File: config.mk
export PLATFORM = sky130hd
export DESIGN_NAME = decimating_iq_fir_lowpass
export DESIGN_NICKNAME = d
export VERILOG_FILES = /design/src/hw/rtl/dfir_pkg.sv /design/src/hw/rtl/decimating_iq_fir_lowpass.sv /design/src/hw/rtl/dfir_ram.sv /design/src/hw/rtl/dfir_lane.sv /design/src/hw/rtl/dfir_ctrl.sv
export SDC_FILE = /design/constraint.sdc
export NUM_CORES = 2
export LEC_CHECK = 0
export ABC_AREA = 1
export BUFFER_PORTS_ARGS = -buffer_cell sky130_fd_sc_hd__buf_2
export CELL_PAD_IN_SITES_DETAIL_PLACEMENT = 1
export CELL_PAD_IN_SITES_GLOBAL_PLACEMENT = 1
export CORE_MARGIN = 2
export CORE_UTILIZATION = 54
export DETAILED_ROUTE_END_ITERATION = 10
export GPL_TIMING_DRIVEN = 0
export HOLD_SLACK_MARGIN = 0.1
export PLACE_DENSITY_LB_ADDON = 0.08
export SLEW_MARGIN = 20
export SYNTH_ARGS = -nofsm -noshare
export SYNTH_HDL_FRONTEND = slang
export SYNTH_HIERARCHICAL = 1
export SYNTH_SLANG_ARGS = --single-unit
File: constraint.sdc
create_clock -name clk -period 25 [get_ports clk]
set_clock_uncertainty 0.05 [all_clocks]
set_input_delay 2.5 -clock clk [delete_from_list [all_inputs] [get_ports clk]]
set_output_delay 2.5 -clock clk [all_outputs]
set_load 0.005 [all_outputs]
File: src/hw/rtl/dfir_pkg.sv
// Shared constants, types and the coefficient table for the decimating I/Q FIR.
// Used by the top level, dfir_ctrl and dfir_lane; no dependencies.
package dfir_pkg;

  localparam int TAPS         = 37;
  localparam int SAMPLE_WIDTH = 16;
  localparam int COEF_WIDTH   = 18;
  localparam int ACC_WIDTH    = 40;
  localparam int DECIM_MAX    = 64;
  localparam int DECIM_RESET  = 6;
  localparam int HALF_LEN     = (TAPS + 1) / 2;

  // Digit-serial multiply: sample enters the MAC this many bits per cycle
  localparam int DIGIT_WIDTH  = 4;
  localparam int NUM_DIGITS   = SAMPLE_WIDTH / DIGIT_WIDTH;
  localparam int DIGIT_CNT_W  = $clog2(NUM_DIGITS);

  localparam int TAP_W        = $clog2(TAPS);
  localparam int HALF_W       = $clog2(HALF_LEN);
  localparam int COUNT_W      = $clog2(DECIM_MAX);
  localparam int DEC_W        = COUNT_W + 1;

  localparam int TERM_W       = COEF_WIDTH + DIGIT_WIDTH + 1;
  localparam int PROD_W       = COEF_WIDTH + SAMPLE_WIDTH;
  localparam int RSUM_W       = ACC_WIDTH + 1;
  localparam int RQ_W         = RSUM_W - (COEF_WIDTH - 1);

  localparam logic signed [RSUM_W-1:0] ROUND_HALF = RSUM_W'(1) <<< (COEF_WIDTH - 2);
  localparam logic signed [RQ_W-1:0]   SAT_HI = RQ_W'((1 << (SAMPLE_WIDTH - 1)) - 1);
  localparam logic signed [RQ_W-1:0]   SAT_LO = -SAT_HI - RQ_W'(1);

  // APB register map
  localparam int PADDR_W = 3;
  localparam int PDATA_W = 32;
  localparam logic REG_DECIMATION = 1'b0;

  // First half of the symmetric low-pass table, center last, signed Q0.17
  localparam logic signed [COEF_WIDTH-1:0] HALF_COEF [HALF_LEN] = '{
    -18'sd37,   -18'sd33,   18'sd46,    18'sd225,   18'sd462,
    18'sd630,   18'sd543,   18'sd33,    -18'sd925,  -18'sd2113,
    -18'sd3042, -18'sd3054, -18'sd1530, 18'sd1847,  18'sd6877,
    18'sd12794, 18'sd18411, 18'sd22445, 18'sd23913
  };

  typedef struct packed {
    logic             we;
    logic [TAP_W-1:0] waddr;
    logic             re;
    logic [TAP_W-1:0] raddr;
  } ram_ctrl_t;

  typedef struct packed {
    logic clear;   // zero the accumulator
    logic load;    // take a new sample into the digit shift register
    logic step;    // process one digit
    logic first;   // digit is the signed top digit
    logic last;    // digit is the last one of the tap
  } lane_ctrl_t;

  // Fold the tap index onto the stored half of the table
  function automatic logic signed [COEF_WIDTH-1:0] coef_at(input logic [TAP_W-1:0] k);
    logic [TAP_W-1:0] mirror;
    logic [TAP_W-1:0] m;
    mirror = TAP_W'(TAPS - 1) - k;
    m      = (k < mirror) ? k : mirror;
    return HALF_COEF[m[HALF_W-1:0]];
  endfunction

endpackage

File: src/hw/rtl/decimating_iq_fir_lowpass.sv
// Decimating 37-tap complex low-pass FIR, top level: APB register, delay RAM, two lanes.
// Depends on dfir_pkg, dfir_ram, dfir_ctrl and dfir_lane.
// Flow: an input that gives no result is taken while s_tready stays high; an input that gives a
//   result holds s_tready low while the sequencer reads the RAM and walks 37 taps of 4 digits
//   each on the shared per-rail multiplier, then waits in ST_DONE until the output register is free.
// m_tvalid rises once the last tap of the triggering input is done and the output register is free.
// Reset (synchronous, rst high): delay line reads as zero, slot and count clear, decimation 6.
module decimating_iq_fir_lowpass (
  input  logic                          clk,
  input  logic                          rst,
  // APB configuration port
  input  logic                          psel,
  input  logic                          penable,
  input  logic                          pwrite,
  input  logic [dfir_pkg::PADDR_W-1:0]  paddr,
  input  logic [dfir_pkg::PDATA_W-1:0]  pwdata,
  output logic [dfir_pkg::PDATA_W-1:0]  prdata,
  output logic                          pready,
  // input stream
  input  logic                          s_tvalid,
  output logic                          s_tready,
  input  logic [31:0]                   s_tdata,   // [15:0] in_i, [31:16] in_q
  // output stream
  output logic                          m_tvalid,
  input  logic                          m_tready,
  output logic [31:0]                   m_tdata    // [15:0] out_i, [31:16] out_q
);

  localparam int SW = dfir_pkg::SAMPLE_WIDTH;

  logic [dfir_pkg::DEC_W-1:0]              decimation;
  logic                                    reg_index;
  logic                                    cfg_write;
  logic                                    in_fire;
  logic                                    out_free;
  dfir_pkg::ram_ctrl_t                     ram;
  dfir_pkg::lane_ctrl_t                    lane;
  logic signed [dfir_pkg::COEF_WIDTH-1:0]  coef;
  logic                                    rd_valid;
  logic                                    done;
  logic [2*SW-1:0]                         rdata;
  logic signed [SW-1:0]                    sample_i;
  logic signed [SW-1:0]                    sample_q;
  logic signed [SW-1:0]                    result_i;
  logic signed [SW-1:0]                    result_q;

  // Configuration: one register per word, index from the word address
  assign pready    = 1'b1;
  assign reg_index = paddr[2];
  assign cfg_write = psel && penable && pwrite && pready
                     && (reg_index == dfir_pkg::REG_DECIMATION);

  always_ff @(posedge clk) begin
    if (rst) begin
      decimation <= dfir_pkg::DEC_W'(dfir_pkg::DECIM_RESET);
    end else if (cfg_write) begin
      decimation <= pwdata[dfir_pkg::DEC_W-1:0];
    end
  end

  always_comb begin
    unique case (reg_index)
      dfir_pkg::REG_DECIMATION: prdata = dfir_pkg::PDATA_W'(decimation);
      default:                  prdata = '0;
    endcase
  end

  assign in_fire  = s_tvalid && s_tready;
  // The output register can take a new result when empty or being drained
  assign out_free = !m_tvalid || m_tready;

  dfir_ctrl u_ctrl (
    .clk        (clk),
    .rst        (rst),
    .decimation (decimation),
    .in_fire    (in_fire),
    .out_free   (out_free),
    .in_ready   (s_tready),
    .ram        (ram),
    .lane       (lane),
    .coef       (coef),
    .rd_valid   (rd_valid),
    .done       (done)
  );

  // Delay line: both rails side by side in one word per slot
  dfir_ram #(
    .WIDTH (2 * SW),
    .DEPTH (dfir_pkg::TAPS)
  ) u_delay (
    .clk   (clk),
    .we    (ram.we),
    .waddr (ram.waddr),
    .wdata (s_tdata),
    .re    (ram.re),
    .raddr (ram.raddr),
    .rdata (rdata)
  );

  // A slot never written since reset reads as zero
  assign sample_i = rd_valid ? rdata[SW-1:0]    : '0;
  assign sample_q = rd_valid ? rdata[2*SW-1:SW] : '0;

  dfir_lane u_lane_i (
    .clk    (clk),
    .ctrl   (lane),
    .sample (sample_i),
    .coef   (coef),
    .result (result_i)
  );

  dfir_lane u_lane_q (
    .clk    (clk),
    .ctrl   (lane),
    .sample (sample_q),
    .coef   (coef),
    .result (result_q)
  );

  // Output register: hold the result until the downstream transfer
  always_ff @(posedge clk) begin
    if (rst) begin
      m_tvalid <= 1'b0;
    end else if (done) begin
      m_tvalid <= 1'b1;
    end else if (m_tready) begin
      m_tvalid <= 1'b0;
    end
  end

  always_ff @(posedge clk) begin
    if (done) begin
      m_tdata <= {result_q, result_i};
    end
  end

endmodule

File: src/hw/rtl/dfir_ram.sv
// Generic single-write, single-read RAM with registered read data.
// No dependencies.
module dfir_ram #(
  parameter int WIDTH = 32,
  parameter int DEPTH = 37
) (
  input  logic                     clk,
  input  logic                     we,
  input  logic [$clog2(DEPTH)-1:0] waddr,
  input  logic [WIDTH-1:0]         wdata,
  input  logic                     re,
  input  logic [$clog2(DEPTH)-1:0] raddr,
  output logic [WIDTH-1:0]         rdata
);

  logic [WIDTH-1:0] mem [DEPTH];

  always_ff @(posedge clk) begin
    if (we) begin
      mem[waddr] <= wdata;
    end
    if (re) begin
      rdata <= mem[raddr];
    end
  end

endmodule

File: src/hw/rtl/dfir_lane.sv
// One rail of the filter: digit-serial multiply, 40-bit accumulate, round and saturate.
// Depends on dfir_pkg.
module dfir_lane (
  input  logic                                    clk,
  input  dfir_pkg::lane_ctrl_t                    ctrl,
  input  logic signed [dfir_pkg::SAMPLE_WIDTH-1:0] sample,
  input  logic signed [dfir_pkg::COEF_WIDTH-1:0]   coef,
  output logic signed [dfir_pkg::SAMPLE_WIDTH-1:0] result
);

  logic [dfir_pkg::SAMPLE_WIDTH-1:0]        shreg;
  logic signed [dfir_pkg::PROD_W-1:0]       prod;
  logic signed [dfir_pkg::PROD_W-1:0]       prod_next;
  logic signed [dfir_pkg::ACC_WIDTH-1:0]    acc;
  logic signed [dfir_pkg::ACC_WIDTH-1:0]    acc_next;
  logic [dfir_pkg::DIGIT_WIDTH-1:0]         digit;
  logic signed [dfir_pkg::DIGIT_WIDTH:0]    digit_s;
  logic signed [dfir_pkg::TERM_W-1:0]       term;
  logic signed [dfir_pkg::RSUM_W-1:0]       rsum;
  logic signed [dfir_pkg::RQ_W-1:0]         rq;

  // Horner over digits, most significant first; only the top digit is signed
  assign digit     = shreg[dfir_pkg::SAMPLE_WIDTH-1 -: dfir_pkg::DIGIT_WIDTH];
  assign digit_s   = ctrl.first ? {digit[dfir_pkg::DIGIT_WIDTH-1], digit} : {1'b0, digit};
  assign term      = coef * digit_s;
  assign prod_next = (ctrl.first ? '0 : (prod <<< dfir_pkg::DIGIT_WIDTH))
                     + dfir_pkg::PROD_W'(term);
  assign acc_next  = acc + dfir_pkg::ACC_WIDTH'(prod_next);

  always_ff @(posedge clk) begin
    if (ctrl.load) begin
      shreg <= sample;
    end else if (ctrl.step) begin
      shreg <= shreg << dfir_pkg::DIGIT_WIDTH;
    end
    if (ctrl.step) begin
      prod <= prod_next;
    end
    if (ctrl.clear) begin
      acc <= '0;
    end else if (ctrl.step && ctrl.last) begin
      acc <= acc_next;
    end
  end

  // Round half up to Q1.15, then clamp
  assign rsum = dfir_pkg::RSUM_W'(acc) + dfir_pkg::ROUND_HALF;
  assign rq   = rsum[dfir_pkg::RSUM_W-1:dfir_pkg::COEF_WIDTH-1];

  always_comb begin
    priority if (rq > dfir_pkg::SAT_HI) begin
      result = dfir_pkg::SAT_HI[dfir_pkg::SAMPLE_WIDTH-1:0];
    end else if (rq < dfir_pkg::SAT_LO) begin
      result = dfir_pkg::SAT_LO[dfir_pkg::SAMPLE_WIDTH-1:0];
    end else begin
      result = rq[dfir_pkg::SAMPLE_WIDTH-1:0];
    end
  end

endmodule

File: src/hw/rtl/dfir_ctrl.sv
// Sequencer: delay-line slot pointer, decimation counter, valid bits, tap and digit walk.
// Depends on dfir_pkg.
module dfir_ctrl (
  input  logic                              clk,
  input  logic                              rst,
  input  logic [dfir_pkg::DEC_W-1:0]        decimation,
  input  logic                              in_fire,
  input  logic                              out_free,
  output logic                              in_ready,
  output dfir_pkg::ram_ctrl_t               ram,
  output dfir_pkg::lane_ctrl_t              lane,
  output logic signed [dfir_pkg::COEF_WIDTH-1:0] coef,
  output logic                              rd_valid,
  output logic                              done
);

  typedef enum logic [4:0] {
    ST_IDLE = 5'b00001,
    ST_READ = 5'b00010,
    ST_LOAD = 5'b00100,
    ST_MAC  = 5'b01000,
    ST_DONE = 5'b10000
  } state_t;

  state_t                          state, state_next;
  logic [dfir_pkg::TAP_W-1:0]      write_slot, write_slot_next;
  logic [dfir_pkg::COUNT_W-1:0]    input_count, input_count_next;
  logic [dfir_pkg::TAP_W-1:0]      rd_slot, rd_slot_next;
  logic [dfir_pkg::TAP_W-1:0]      tap, tap_next;
  logic [dfir_pkg::DIGIT_CNT_W-1:0] digit, digit_next;
  logic [dfir_pkg::TAPS-1:0]       valid;

  logic [dfir_pkg::DEC_W-1:0]      eff;
  logic [dfir_pkg::DEC_W-1:0]      cnt_inc;
  logic                            due;
  logic [dfir_pkg::TAP_W-1:0]      ws_inc;
  logic [dfir_pkg::TAP_W-1:0]      nxt_slot;
  logic                            last_tap;
  logic                            last_digit;
  logic                            prefetch;

  // Zero acts as one, anything above the maximum as the maximum
  always_comb begin
    priority if (decimation == '0) begin
      eff = dfir_pkg::DEC_W'(1);
    end else if (decimation > dfir_pkg::DEC_W'(dfir_pkg::DECIM_MAX)) begin
      eff = dfir_pkg::DEC_W'(dfir_pkg::DECIM_MAX);
    end else begin
      eff = decimation;
    end
  end

  assign cnt_inc    = {1'b0, input_count} + dfir_pkg::DEC_W'(1);
  assign due        = cnt_inc >= eff;
  assign ws_inc     = (write_slot == dfir_pkg::TAP_W'(dfir_pkg::TAPS - 1)) ? '0
                      : write_slot + dfir_pkg::TAP_W'(1);
  assign nxt_slot   = (rd_slot == '0) ? dfir_pkg::TAP_W'(dfir_pkg::TAPS - 1)
                      : rd_slot - dfir_pkg::TAP_W'(1);
  assign last_tap   = tap == dfir_pkg::TAP_W'(dfir_pkg::TAPS - 1);
  assign last_digit = digit == dfir_pkg::DIGIT_CNT_W'(dfir_pkg::NUM_DIGITS - 1);
  assign prefetch   = digit == dfir_pkg::DIGIT_CNT_W'(dfir_pkg::NUM_DIGITS - 2);
  assign coef       = dfir_pkg::coef_at(tap);

  always_comb begin
    state_next       = state;
    write_slot_next  = write_slot;
    input_count_next = input_count;
    rd_slot_next     = rd_slot;
    tap_next         = tap;
    digit_next       = digit;
    in_ready         = 1'b0;
    done             = 1'b0;
    ram.we           = 1'b0;
    ram.waddr        = write_slot;
    ram.re           = 1'b0;
    ram.raddr        = rd_slot;
    lane             = '0;
    unique case (state)
      ST_IDLE: begin
        in_ready = 1'b1;
        if (in_fire) begin
          ram.we          = 1'b1;
          write_slot_next = ws_inc;
          if (due) begin
            input_count_next = '0;
            rd_slot_next     = write_slot;
            tap_next         = '0;
            lane.clear       = 1'b1;
            state_next       = ST_READ;
          end else begin
            input_count_next = cnt_inc[dfir_pkg::COUNT_W-1:0];
          end
        end
      end
      ST_READ: begin
        ram.re     = 1'b1;
        state_next = ST_LOAD;
      end
      ST_LOAD: begin
        lane.load  = 1'b1;
        digit_next = '0;
        state_next = ST_MAC;
      end
      ST_MAC: begin
        lane.step  = 1'b1;
        lane.first = digit == '0;
        lane.last  = last_digit;
        digit_next = digit + dfir_pkg::DIGIT_CNT_W'(1);
        // fetch the next tap's sample so it lands as this tap finishes
        if (prefetch && !last_tap) begin
          ram.re    = 1'b1;
          ram.raddr = nxt_slot;
        end
        if (last_digit) begin
          digit_next = '0;
          if (last_tap) begin
            state_next = ST_DONE;
          end else begin
            lane.load    = 1'b1;
            tap_next     = tap + dfir_pkg::TAP_W'(1);
            rd_slot_next = nxt_slot;
          end
        end
      end
      ST_DONE: begin
        if (out_free) begin
          done       = 1'b1;
          state_next = ST_IDLE;
        end
      end
      default: begin
        state_next = ST_IDLE;
      end
    endcase
  end

  always_ff @(posedge clk) begin
    if (rst) begin
      state       <= ST_IDLE;
      write_slot  <= '0;
      input_count <= '0;
      valid       <= '0;
      rd_valid    <= 1'b0;
    end else begin
      state       <= state_next;
      write_slot  <= write_slot_next;
      input_count <= input_count_next;
      if (ram.we) begin
        valid[ram.waddr] <= 1'b1;
      end
      if (ram.re) begin
        rd_valid <= valid[ram.raddr];
      end
    end
  end

  always_ff @(posedge clk) begin
    rd_slot <= rd_slot_next;
    tap     <= tap_next;
    digit   <= digit_next;
  end

endmodule
Yosys cells after proc, flatten, opt, wreduce, memory -nomap -nowiden:

Memory sizes are Yosys's and may differ from the RTL's. A register that Yosys moved wholly into a read port is not among the register bits.
Cells that the tools add are included.

* bits in writable memories: 1184
* output and inout bits: 67
* logic and storage cells: 145
* input bits: 74
* memories: 2
* memory bits (read-only): 576
* register bits after elaboration: 281

* multipliers: 2
* add/sub/neg operators: 12
* reduce and logical (&&, ||, !) cells: 20
* mux-type cells: 62
* order comparisons: 11
* bitwise gates (word level): 3
* equality and inequality tests: 15

Memories
* u_delay.mem: depth 37, width 32, read ports 1, clocked after memory_dff 1, wr ports 1, line dfir_ram.sv:16 `logic [WIDTH-1:0] mem [DEPTH];`
* (name not given): depth 32, width 18, read ports 1, clocked after memory_dff 0, wr ports 0, line dfir_pkg.sv:66 `return HALF_COEF[m[HALF_W-1:0]];`

Operators with widths (number)
* $mux W16: 8
* $add A40 B18 Y41 const B: 2
* $add A40 B34 Y40: 2
* $mux W6: 12
* $add A34 B34 Y34: 2
* $mux W34: 2
* $gt A24 B16 Y1 const B: 2
* $lt A24 B16 Y1 const B: 2
* $mul A18 B5 Y23: 2
* $mux W5: 8
* $or A37 B37 Y37: 1
* $mux W18: 2
* $mux W7: 4
* $pmux W5 S5: 1
* $pmux W6 S2: 2
* $mux W1: 16
* $lt A6 B7 Y1 const B: 2
* $add A6 B1 Y6 const B: 2
* $eq A6 B6 Y1 const B: 2
* $reduce_and A5 Y1: 2
* $reduce_bool A2 Y1: 4
* $add A6 B1 Y7 const B: 1
* $ge A7 B7 Y1: 1
* $gt A7 B7 Y1 const B: 1
* 29 further kinds: 42

Logic depth before layout (Yosys ltp):

* word-level depth: 10
* gate-level depth with buffers: 69
* depth with buffers taken out: 69

Cells and area by module:

Netlist, hierarchy kept.

By module, submodules not included
* dfir_ram: area each 48794.3 sq um, cells each 3914, instances 1, seq. area each 36515.0 sq um
* dfir_lane (u_lane_q): area each 11159.5 sq um, cells each 1639, instances 1, seq. area each 2182.1 sq um
* dfir_lane (u_lane_i): area each 10903.0 sq um, cells each 1579, instances 1, seq. area each 2182.1 sq um
* dfir_ctrl: area each 4456.8 sq um, cells each 651, instances 1, seq. area each 1521.5 sq um
* decimating_iq_fir_lowpass: area each 1860.5 sq um, cells each 196, instances 1, seq. area each 1121.1 sq um

Worst setup path before layout:

OpenSTA, ideal clock, no wires.

* path kind: register -> register
* start point: register u_ctrl/tap[0] (netlist bit)
* end point: register u_lane_i/acc[35] (netlist bit)
* library setup time: 0.116 ns
* buffers on the path: 0
* period minus slack after synthesis: 9.696 ns
* path slack: 15.304 ns
* data required time: 24.834 ns
* data arrival time: 9.530 ns
* stages on the path, launching flop included: 65
* cells stage by stage: edfxtp_1 > inv_1 > ha_1 > ha_1 > inv_1 > nor2_1 > nor3_1 > o21ai_1 > nand2_1 > nand2_1 > nand2_2 > nand2_1 > nand2_2 > inv_1 > ha_1 > inv_1 > nand3_1 > nand3_1 > (+29 left out) > nand3_1 > nand3_1 > nand2_1 > nand3_1 > xor2_1 > inv_1 > ha_1 > nand2_1 > nor2_1 > inv_1 > o221ai_1 > a31oi_1 > inv_1 > a21oi_1 > or2_2 > nand3_1 > o211ai_1 > inv_1

* longest elaborated chain between the ends: 10

Ends and longest elaborated chain
* start: declaration: line dfir_ctrl.sv:29 `logic [dfir_pkg::TAP_W-1:0] tap, tap_next;`
* start signal: assignment: line dfir_ctrl.sv:159 `tap <= tap_next;`
* $sub A6 B6 Y6: line dfir_pkg.sv:64 `mirror = TAP_W'(TAPS - 1) - k;`
* $lt A6 B6 Y1: line dfir_pkg.sv:65 `m = (k < mirror) ? k : mirror;`
* $mux W5 (*): line dfir_pkg.sv:65
* $not A5 Y6 (implied by the code) (*): line dfir_pkg.sv:66
* $mem_v2 Z32 W18 (*)
* $mux W18 (implied by the code) (*) (2 in a row): line dfir_pkg.sv:66
* via coef, one bit: line decimating_iq_fir_lowpass.sv:38 `logic signed [dfir_pkg::COEF_WIDTH-1:0] coef;`
* $mul A18 B5 Y23 (*): line dfir_lane.sv:25 `assign term = coef * digit_s;`
* $add A34 B34 Y34 (*): line dfir_lane.sv:27 `+ dfir_pkg::PROD_W'(term);`
* $add A40 B34 Y40 (*): line dfir_lane.sv:28 `assign acc_next = acc + dfir_pkg::ACC_WIDTH'(prod_next);`
* end signal: assignment: line dfir_lane.sv:42 `acc <= acc_next;`
* end: declaration: line dfir_lane.sv:14 `logic signed [dfir_pkg::ACC_WIDTH-1:0] acc;`

Mark *: on every way through the listed nets, which the timed path passes. The rest lies on a longest branch. The select of a mux whose other input is x is not followed.
A chain may end at the register's enable or synchronous reset.

Worst setup path in the final report:

* start point: register u_ctrl/tap[0] (netlist bit)
* end point: register u_lane_q/acc[39] (netlist bit)

* longest elaborated chain between the ends: 10

Ends and longest elaborated chain
* $sub A6 B6 Y6: line dfir_pkg.sv:64
* $lt A6 B6 Y1: line dfir_pkg.sv:65
* $mux W5 (*): line dfir_pkg.sv:65
* $not A5 Y6 (implied by the code) (*): line dfir_pkg.sv:66
* $mem_v2 Z32 W18 (*)
* $mux W18 (implied by the code) (*) (2 in a row): line dfir_pkg.sv:66
* via coef, one bit: line decimating_iq_fir_lowpass.sv:38
* $mul A18 B5 Y23 (*): line dfir_lane.sv:25
* $add A34 B34 Y34 (*): line dfir_lane.sv:27
* via u_lane_q.prod_next, one bit: line dfir_lane.sv:13 `logic signed [dfir_pkg::PROD_W-1:0] prod_next;`
* $add A40 B34 Y40 (*): line dfir_lane.sv:28
* end signal: assignment: line dfir_lane.sv:42
* end: declaration: line dfir_lane.sv:14

Marks and branches as above.

==> results.ini <==
[route]
wl_um = 269000
first_iter_violations = 6150
drc = 0
via_per_inst = 6.039
ant_nets = 0
first_pass_iters = 6
wl_per_cell_um = 26.06
vias = 62335

[clock_network]
postCtsHoldBufs = 0
numCtsBuffers = 155
post-cts-setup-buffers = 0
clk-insertion-delay-late_ps = 830
post_cts_resized = 0
cts_max_level = 4
cts_buffer_depth = 3
tritoncts = built
cts.sinks = 1497
cts.clk_slew.worst_paths_ps = 60
root_buffer = clkbuf_16

[grt]
use_met1_pct = 44.15
overflow = 0
grt-busiest-layer = met2
global_route.usage.met3_pct = 5.703
first_global_vias = 65480
grt_start_max_net_pins = 65
grt_pass1_wl_um = 399900
track_usage_pct = 36.53
antenna_found_initial = 6
use_met2_pct = 61.48

[worst_setup_path]
cpMaxStageDelayCell = edfxtp_1
path_class = flop to flop
cpPeakStageDelay_ps = 660
cp-start-kind = flop
required_ps = 25660
critPathCaptureType = flop
cp_max_fo = 12
cp.arrival_ps = 13160

[job]
maxCapViolations = 0

[synth]
yosysTopAreaCellShare_pct = 52.68
synth_edf_count = 1354
yosysTopAreaCell = edfxtp_1
async_flop_share_pct = 0
synth-main-ff-cell = edfxtp_1
ys_types = 72
synth_area_per_cell_um2 = 9.672
ys_warn_count = 6
synth-seq-area-share_pct = 56.39
synth-seq-cells = 1497
synthCells = 7979
syn-cell-area_um2 = 77170
synth.area.top_cells = edfxtp_1, nand2_1, nand3_1

[layout]
most-common-layout-cells = nand2_1, edfxtp_1, nand3_1
num-nets-final = 8729
final_common_cell = nand2_1
area_growth_pct = 11.99
drive_gt1_share_pct = 9.442

[hold_path]
hp-class = flop to flop

[die]
fp.dieW_um = 382.0
io_pins = 141
rows = 138
core_um2 = 141800
die_y_um = 382.0
start_util_pct = 54.44
fp.dieArea_um2 = 146000

[place]
place_congestion = 0.9478
portBuffers = 86
dp_hpwl_um = 188000

[sta]
hold_viol = 0
rsz0062_at_grt = no
period_share_pct = 50.00
worst_slew_pin_slew_ps = 1249
tns_ps = 0
min_period_ps = 12500
drv_slew = 0
maxSlewHeadroom_pct = 16.75
fmax_mhz = 80.00
setup_viol = 0

[outcome]
status = finished, final reports clean

## cell type report
class	count	area [um2]
repair buffers	146	1585
fillers	15720	55330
diodes	2	5.005
inverters	895	3373
clock buffers	203	4119
flip-flops and latches	1497	43520
plain buffers	361	2235
multi-input cells	5250	28430
well taps	1890	2365
clock inverters	78	789.5
## worst max-delay path: cells and delay by family, from the launching register on
kind	cells	cell delay, ps
compound gates	15	3420
xor+xnor	2	590
fa+ha+maj	9	3740
buf+inv	8	900
flops	1	660
simple gates	21	3040
## flip-flops by register name, summed over array words and instances, names as in the netlist, 7 cells and up
name	cells
decimation	7
m_tdata	32
u_ctrl/valid	37
u_delay/mem	1184
u_delay/rdata	32
u_lane_i/acc	40
u_lane_i/prod	30
u_lane_i/shreg	16
u_lane_q/acc	40
u_lane_q/prod	30
u_lane_q/shreg	16
## stage by stage
| step | hold slack, ps | std cells | area, um2 | util (%) | setup slack (ps) |
|---|---|---|---|---|---|
| after floorplan | 385.9 | 8003 | 77260 | - | 15300 |
| after global placement | 395.1 | 9979 | 80060 | 56.48 | 12900 |
| after detailed placement | 406.8 | 10039 | 81510 | 57.50 | 12600 |
| after CTS | 415.3 | 10320 | 86420 | 60.96 | 12560 |
| after global routing | 434.9 | 10320 | 86420 | 60.96 | 11460 |
| final | 413.7 | 10322 | 86430 | 60.97 | 12500 |
## cell families after synthesis
family	synth area share (%)
compound gates	5.616
buf+inv	7.265
other cells	0.009731
simple gates	21.77
flops	56.39
fa+ha+maj	6.787
xor+xnor	2.155
## path summary, 6_finish.rpt
kind | from | to | slack, ps | cells after the start
max | u_ctrl/tap[0] | u_lane_q/acc[39] | 12500 | 55
min reg2reg | u_ctrl/valid[32] | u_ctrl/valid[32] | 410 | 2
min | u_ctrl/valid[32] | u_ctrl/valid[32] | 410 | 2
max reg2reg | u_ctrl/tap[0] | u_lane_q/acc[39] | 12500 | 55
## routing by layer
metal,wire (um),part of all wire [%]
met4,18610,6.9
met3,20350,7.6
met2,129700,48
met1,100300,37
met5,17,0.0063
## synthesized netlist by cell type (31+ instances only)
cell type  instances
a21oi_1          261
a31oi_1           55
buf_2            115
buf_4             77
buf_6             57
clkbuf_1          94
dfxtp_1          143
edfxtp_1        1354
fa_1             116
ha_1             233
inv_1            853
inv_2             37
nand2_1         2160
nand3_1         1059
nand4_1           31
nor2_1           514
nor3_1            56
o211ai_1          49
o21ai_0          237
o21ai_1           41
o221ai_1          42
xnor2_1           68
xor2_1           120
Power is not shown: default switching activity piles up to over one toggle a cycle in this logic, so the estimate is an artifact.
